**config.mk**
```make
export PLATFORM = sky130hd
export DESIGN_NAME = prefix_varint_encoder
export DESIGN_NICKNAME = d
export VERILOG_FILES = /design/src/rtl/pve_pkg.sv /design/src/rtl/pve_classify.sv /design/src/rtl/pve_fifo.sv /design/src/rtl/pve_serialiser.sv /design/src/rtl/prefix_varint_encoder.sv
export SDC_FILE = /design/constraint.sdc
export NUM_CORES = 1
export LEC_CHECK = 0
export ABC_AREA = 1
export BUFFER_PORTS_ARGS = -buffer_cell sky130_fd_sc_hd__buf_2
export CAP_MARGIN = 10
export CORE_MARGIN = 2
export CORE_UTILIZATION = 60
export DETAILED_ROUTE_END_ITERATION = 7
export PLACE_DENSITY = 0.79
export SLEW_MARGIN = 30
export SYNTH_ARGS = -nofsm -noshare
export SYNTH_HDL_FRONTEND = slang
export SYNTH_SLANG_ARGS = --single-unit
```
**constraint.sdc**
```tcl
create_clock -name clk -period 6.4 [get_ports clk]
set_input_delay 1.28 -clock clk [delete_from_list [all_inputs] [get_ports clk]]
set_output_delay 1.28 -clock clk [all_outputs]
set_load 0.005 [all_outputs]
```
**src/rtl/pve_pkg.sv**
```systemverilog
// Shared types and constants for the prefix varint encoder.
package pve_pkg;

	localparam int unsigned VALUE_W        = 64;
	localparam int unsigned BYTE_W         = 8;
	localparam int unsigned MAX_DATA_BYTES = 8;
	localparam int unsigned NBYTES_W       = 4;
	localparam int unsigned QUEUE_DEPTH    = 2;

	localparam logic [BYTE_W-1:0] SHORT_MASK  = 8'h7F;
	localparam logic [BYTE_W-1:0] LONG_PREFIX = 8'hFF;
	localparam int unsigned       TOP_SHIFT   = 56;

	// One classified request: the prefix byte plus the data bytes still to send.
	typedef struct packed {
		logic [VALUE_W-1:0]  value;
		logic [NBYTES_W-1:0] nbytes;
		logic [BYTE_W-1:0]   prefix;
	} entry_t;

	typedef struct packed {
		logic empty;
		logic full;
	} fifo_status_t;

endpackage

```
**src/rtl/pve_classify.sv**
```systemverilog
// Front end: accepts a request and works out its prefix byte and data byte count.
module pve_classify (
	input  logic                         in_valid,
	output logic                         in_stall,
	input  logic [pve_pkg::VALUE_W-1:0]  value,
	input  pve_pkg::fifo_status_t        status,
	output logic                         push,
	output pve_pkg::entry_t              entry
);
	import pve_pkg::*;

	logic [NBYTES_W-1:0] n;
	logic [BYTE_W-1:0]   pfx;

	assign in_stall = status.full;
	assign push     = in_valid && !status.full;

	always_comb begin
		n   = NBYTES_W'(1);
		pfx = 8'h80 | value[15:8];
		// least i with value < 2^(7i+7); scan downwards so the smallest wins
		for (int i = 7; i >= 1; i--) begin
			if ((value >> (7 * i + 7)) == '0) begin
				n   = NBYTES_W'(i);
				pfx = ~(LONG_PREFIX >> i) | value[8 * i +: 8];
			end
		end
		if ((value & ~{{(VALUE_W-BYTE_W){1'b0}}, SHORT_MASK}) == '0) begin
			n   = '0;
			pfx = value[BYTE_W-1:0] & SHORT_MASK;
		end else if ((value >> TOP_SHIFT) != '0) begin
			n   = NBYTES_W'(MAX_DATA_BYTES);
			pfx = LONG_PREFIX;
		end
	end

	assign entry.value  = value;
	assign entry.nbytes = n;
	assign entry.prefix = pfx;

endmodule

```
**src/rtl/pve_fifo.sv**
```systemverilog
// Short queue between the classifier and the byte serialiser.
module pve_fifo #(
	parameter int unsigned DEPTH = pve_pkg::QUEUE_DEPTH
) (
	input  logic                   clk,
	input  logic                   arst_n,
	input  logic                   push,
	input  pve_pkg::entry_t        wdata,
	input  logic                   pop,
	output pve_pkg::entry_t        rdata,
	output pve_pkg::fifo_status_t  status
);
	import pve_pkg::*;

	localparam int unsigned PTR_W = (DEPTH > 1) ? $clog2(DEPTH) : 1;
	localparam int unsigned CNT_W = $clog2(DEPTH + 1);

	entry_t            slots_q [DEPTH];
	logic [PTR_W-1:0]  wr_ptr_q;
	logic [PTR_W-1:0]  rd_ptr_q;
	logic [CNT_W-1:0]  fill_q;

	assign status.empty = (fill_q == '0);
	assign status.full  = (fill_q == CNT_W'(DEPTH));
	assign rdata        = slots_q[rd_ptr_q];

	always_ff @(posedge clk) begin
		if (push) begin
			slots_q[wr_ptr_q] <= wdata;
		end
	end

	always_ff @(posedge clk or negedge arst_n) begin
		if (!arst_n) begin
			wr_ptr_q <= '0;
			rd_ptr_q <= '0;
			fill_q   <= '0;
		end else begin
			if (push) begin
				wr_ptr_q <= (wr_ptr_q == PTR_W'(DEPTH - 1)) ? '0 : wr_ptr_q + 1'b1;
			end
			if (pop) begin
				rd_ptr_q <= (rd_ptr_q == PTR_W'(DEPTH - 1)) ? '0 : rd_ptr_q + 1'b1;
			end
			if (push && !pop) begin
				fill_q <= fill_q + 1'b1;
			end else if (pop && !push) begin
				fill_q <= fill_q - 1'b1;
			end
		end
	end

	a_no_overflow: assert property (@(posedge clk) disable iff (!arst_n)
		push |-> !status.full || pop)
		else $error("queue written while full");

	a_fill_bound: assert property (@(posedge clk) disable iff (!arst_n)
		fill_q <= CNT_W'(DEPTH))
		else $error("queue fill count out of range");

endmodule

```
**src/rtl/pve_serialiser.sv**
```systemverilog
// Back end: sends the prefix byte and then the data bytes, low byte first.
module pve_serialiser (
	input  logic                         clk,
	input  logic                         arst_n,
	input  pve_pkg::entry_t              head,
	input  pve_pkg::fifo_status_t        status,
	output logic                         pop,
	output logic                         out_valid,
	input  logic                         out_stall,
	output logic [pve_pkg::BYTE_W-1:0]   out_byte,
	output logic                         last
);
	import pve_pkg::*;

	logic [VALUE_W-1:0]  cur_q;
	logic [NBYTES_W-1:0] rem_q;
	logic                out_valid_q;
	logic [BYTE_W-1:0]   out_byte_q;
	logic                last_q;
	logic                advance;

	assign advance   = !out_valid_q || !out_stall;
	assign pop       = advance && (rem_q == '0) && !status.empty;
	assign out_valid = out_valid_q;
	assign out_byte  = out_byte_q;
	assign last      = last_q;

	always_ff @(posedge clk) begin
		if (advance) begin
			if (rem_q != '0) begin
				out_byte_q <= cur_q[BYTE_W-1:0];
				last_q     <= (rem_q == NBYTES_W'(1));
				cur_q      <= cur_q >> BYTE_W;
			end else if (!status.empty) begin
				out_byte_q <= head.prefix;
				last_q     <= (head.nbytes == '0);
				cur_q      <= head.value;
			end
		end
	end

	always_ff @(posedge clk or negedge arst_n) begin
		if (!arst_n) begin
			rem_q       <= '0;
			out_valid_q <= 1'b0;
		end else if (advance) begin
			if (rem_q != '0) begin
				rem_q       <= rem_q - 1'b1;
				out_valid_q <= 1'b1;
			end else if (!status.empty) begin
				rem_q       <= head.nbytes;
				out_valid_q <= 1'b1;
			end else begin
				out_valid_q <= 1'b0;
			end
		end
	end

	a_rem_bound: assert property (@(posedge clk) disable iff (!arst_n)
		rem_q <= NBYTES_W'(MAX_DATA_BYTES))
		else $error("data byte count out of range");

	a_not_last_midway: assert property (@(posedge clk) disable iff (!arst_n)
		(rem_q != '0) |-> out_valid_q && !last_q)
		else $error("last flagged while data bytes remain");

	a_rem_steps: assert property (@(posedge clk) disable iff (!arst_n)
		(advance && rem_q != '0) |=> rem_q == $past(rem_q) - 1'b1)
		else $error("data byte count skipped");

	a_pop_only_idle: assert property (@(posedge clk) disable iff (!arst_n)
		pop |-> rem_q == '0 && !status.empty)
		else $error("queue popped mid-number");

endmodule

```
**src/rtl/prefix_varint_encoder.sv**
```systemverilog
// Top level of the prefix varint encoder: classifier, queue and byte serialiser.
//
//  channel | direction | handshake           | payload
//  --------+-----------+---------------------+-------------------------
//  input   | in        | in_valid / in_stall | value[63:0]
//  output  | out       | out_valid/out_stall | out_byte[7:0], last
//
// Each request yields 1 to 9 output bytes, one per cycle while out_stall is low;
// the byte-wide output register sets the rate.
// Classification is done in the accepting cycle; a new request can be taken
// every cycle while the queue (QUEUE_DEPTH entries) has room.
// Consecutive numbers leave the serialiser without a gap cycle between them.
// Reset clears queue pointers, the remaining-byte count and out_valid.
// A stall on the output holds the output register; the queue absorbs input
// until full, then in_stall rises.
module prefix_varint_encoder #(
	parameter int unsigned QUEUE_DEPTH = pve_pkg::QUEUE_DEPTH
) (
	input  logic                         clk,
	input  logic                         arst_n,
	input  logic                         in_valid,
	output logic                         in_stall,
	input  logic [pve_pkg::VALUE_W-1:0]  value,
	output logic                         out_valid,
	input  logic                         out_stall,
	output logic [pve_pkg::BYTE_W-1:0]   out_byte,
	output logic                         last
);
	import pve_pkg::*;

	entry_t       push_entry;
	entry_t       head_entry;
	fifo_status_t q_status;
	logic         push;
	logic         pop;

	// front: accept and classify
	pve_classify u_classify (
		.in_valid (in_valid),
		.in_stall (in_stall),
		.value    (value),
		.status   (q_status),
		.push     (push),
		.entry    (push_entry)
	);

	// decoupling queue
	pve_fifo #(
		.DEPTH (QUEUE_DEPTH)
	) u_fifo (
		.clk    (clk),
		.arst_n (arst_n),
		.push   (push),
		.wdata  (push_entry),
		.pop    (pop),
		.rdata  (head_entry),
		.status (q_status)
	);

	// back: emit bytes
	pve_serialiser u_serialiser (
		.clk       (clk),
		.arst_n    (arst_n),
		.head      (head_entry),
		.status    (q_status),
		.pop       (pop),
		.out_valid (out_valid),
		.out_stall (out_stall),
		.out_byte  (out_byte),
		.last      (last)
	);

endmodule
```
==> metrics <==
core area=15,900 um^2; CP max stage delay=0.72 ns; Worst-Skew Late Latency=0.50 ns; P_leak=4.16 nW; num ports=79; area of the multi-input gates=2570 um^2; GRT Resource Usage Total=24.4%; DPL Wire Length=13,700 um; Critical Path AT=3.02 ns; # nets final=1,005; Die X-Extent=132 um; number of synthesized flops with an enable pin=225; commonest non-fill, non-tap cells in the layout=edfxtp_1 (225), nand2_1 (222), nor2_1 (143), buf_2 (78), a31oi_1 (64); Core Rows=46; crit path max fanout=54; Avg Vias per Cell=5.63; Yosys reg bits=234; Synth cell types=36; Slew headroom=43.1%; Main synth FF type=edfxtp_1; syn avg cell area=11.5 um^2; Reg area=6980 um^2; CP top delay family=buffers and inverters; FF-to-FF setup slack=3.64 ns; H-tree Lvls=1; clk slew on worst S/H paths=0.06 ns; drt total wl=21,100 um; Sum Neg Setup Slack=0 ns; r2r endpoint=u_serialiser.cur_q[2]; Initial Util=61.7%; via count=6,560; Worst setup SP type=input pin; Worst Min Path Start=u_serialiser.out_valid; CTS tree=done; final hold violation count=0; Die Y=132 um; ant diodes=0; commonest non-fill, non-tap cell in the layout=edfxtp_1; grt ovf=0; Antenna Nets Post-Route=0; slowest cell on the critical path=buf_4; global-route wire length before repair=33,200 um; clock sinks=234; Period Utilization, post-route=45.4%; max-slew violation count=0; Area Growth Syn to Fin=13.1%; run status=complete, no violations; count of input and output buffers=78; final instance area=11,100 um^2; Hold Path Sink=u_serialiser.out_valid; Worst EP required=6.52 ns; syn_nets=926; Final min period=2.90 ns; HP Class=reg -> reg; vias in the first global route=6,318; Worst Hold Depth=2; asr flop ratio synth=3.85%; CP Buf/Inv Count=2; final setup fails=0; Power per Cell Area=441 nW/um^2; FF-to-FF path depth=8; Setup CP Type=in -> reg; remaining routing DRC violations=0; Placed Instance Area=10,500 um^2; post-synthesis sequential area ratio=71.0%; Final Skew=0.00811 ns; CP cell instances=buf_2 > o21ai_0 > nor2_4 > buf_4; CP endpoint kind=flip-flop; # fillers=1,198; max_cap viols=0; GP Congestion=0.890; yosys warns=0; CTS resizes=0; initial antenna violation count=0; WL per Instance=18.1 um; CTS Hold Bufs=0; fin util=69.7%; number of CTS-inserted buffers=23; Longest Clk Path Bufs=3; RSZ-0062 raised after global routing=false; Die ar.=17,400 um^2; Syn Inst Count=855; layout cell share with drive strength beyond 1=16.9%; postcts setup bufs=0; Max IR drop VDD=0.000216 V; fmax=344 MHz; 1st-iter DRT viols=763; worst slew pin tran=0.853 ns; Syn Std Cell Area=9830 um^2; reg2reg start=u_serialiser.rem_q[0]; Clock Root Buffer=clkbuf_16; drt pass-1 iters=5; largest net degree at the start of global routing=79
==> state kept, by name (all words and copies together), names as in the netlist <==
| register | flops |
|---|---|
| u_fifo.rd_ptr_q | 1 |
| u_serialiser.rem_q | 4 |
| u_serialiser.out_valid | 1 |
| u_serialiser.last | 1 |
| u_fifo.wr_ptr_q | 1 |
| u_serialiser.cur_q | 64 |
| u_fifo.slots_q | 152 |
| u_serialiser.out_byte | 8 |
| u_fifo.fill_q | 2 |
==> per-layer routing <==
layer  routed length (um)  vias up  global-route usage (%)
met3                 1410       35                    3.34
met4                  403        0                    6.16
met2                10600      223                    42.0
met1                 8660     3175                    33.2
li1                     -     3127                       -
met5                    0        -                       0
==> per-stage QoR <==
step	total power [W]	setup WS, ns	hold WS (ns)	std cells
global placement	0.00365	2.87	0.531	1123
finish	0.00490	3.50	0.528	1165
detailed placement	0.00374	2.99	0.519	1125
floorplan	0.00331	1.27	0.474	855
CTS	0.00494	3.49	0.534	1165
global route	0.00518	3.34	0.571	1165
==> cell type report <==
type	instances	area share (%)
Clock buffer	35	5.67
Clock inverter	5	0.214
Inverter	39	1.33
Multi-Input combinational cell	550	23.1
Sequential cell	234	62.8
Tap cell	216	2.43
Timing Repair Buffer	86	4.41
==> cells in the mapped netlist (3+ instances only) <==
cell      instances  area (um^2)
o21ai_0          14         70.1
inv_1            32          120
nor2_4            5         56.3
nand3_1          28          140
dfrtp_1           9          225
nand2_2           9         56.3
buf_2            19         95.1
nor2_1          145          544
inv_2             5         18.8
nand4_1           6         37.5
edfxtp_1        225         6760
nand2_1         222          833
clkbuf_1          8         30.0
o21ai_1           3         15.0
buf_1             4         15.0
nand2_4           3         33.8
nor3_1            7         35.0
a21oi_1          12         60.1
a31oi_1          64          400
nor2_2           14         87.6
ha_1              3         37.5
==> how the worst max path moves through the flow <==
stage | start | end | slack [ns] | cells after the start
6_report | in_valid | u_fifo.slots_q[1][48] | 3.50 | 4
5_1_grt | u_serialiser.rem_q[0] | u_fifo.fill_q[1] | 3.34 | 11
4_1_cts | in_valid | u_fifo.slots_q[1][48] | 3.49 | 4
3_5_place_dp | in_valid | u_fifo.slots_q[1][51] | 2.99 | 4
3_3_place_gp | in_valid | u_fifo.slots_q[0][14] | 2.87 | 4
2_1_floorplan | in_valid | u_fifo.slots_q[1][0] | 1.27 | 2
==> power breakdown <==
part / internal, W / switching [W] / leakage, nW
clock: 0.000676 / 0.000529 / 0.321
sequential: 0.00232 / 0.000144 / 2.23
combinational: 0.000369 / 0.000867 / 1.61
total: 0.00336 / 0.00154 / 4.16
==> worst min-delay path, delay by kind of cell (launching register included) <==
kind | cells | cell delay, ns
flip-flops | 1 | 0.34
AND/OR/NAND/NOR | 2 | 0.15
==> cell families (layout without fill, tap and decap cells) <==
logic type / after synthesis / in the layout / share of synthesized area, %
multiplexers: 1 / 1 / 0.102
AND/OR/NAND/NOR: 447 / 447 / 19.4
AO/OA/AOI/OAI: 96 / 96 / 5.78
flip-flops: 234 / 234 / 71.0
buffers and inverters: 71 / 165 / 3.04
adder cells (fa/ha/maj): 3 / 3 / 0.382
XOR/XNOR: 3 / 3 / 0.267
(Power assumes the default switching activity.)
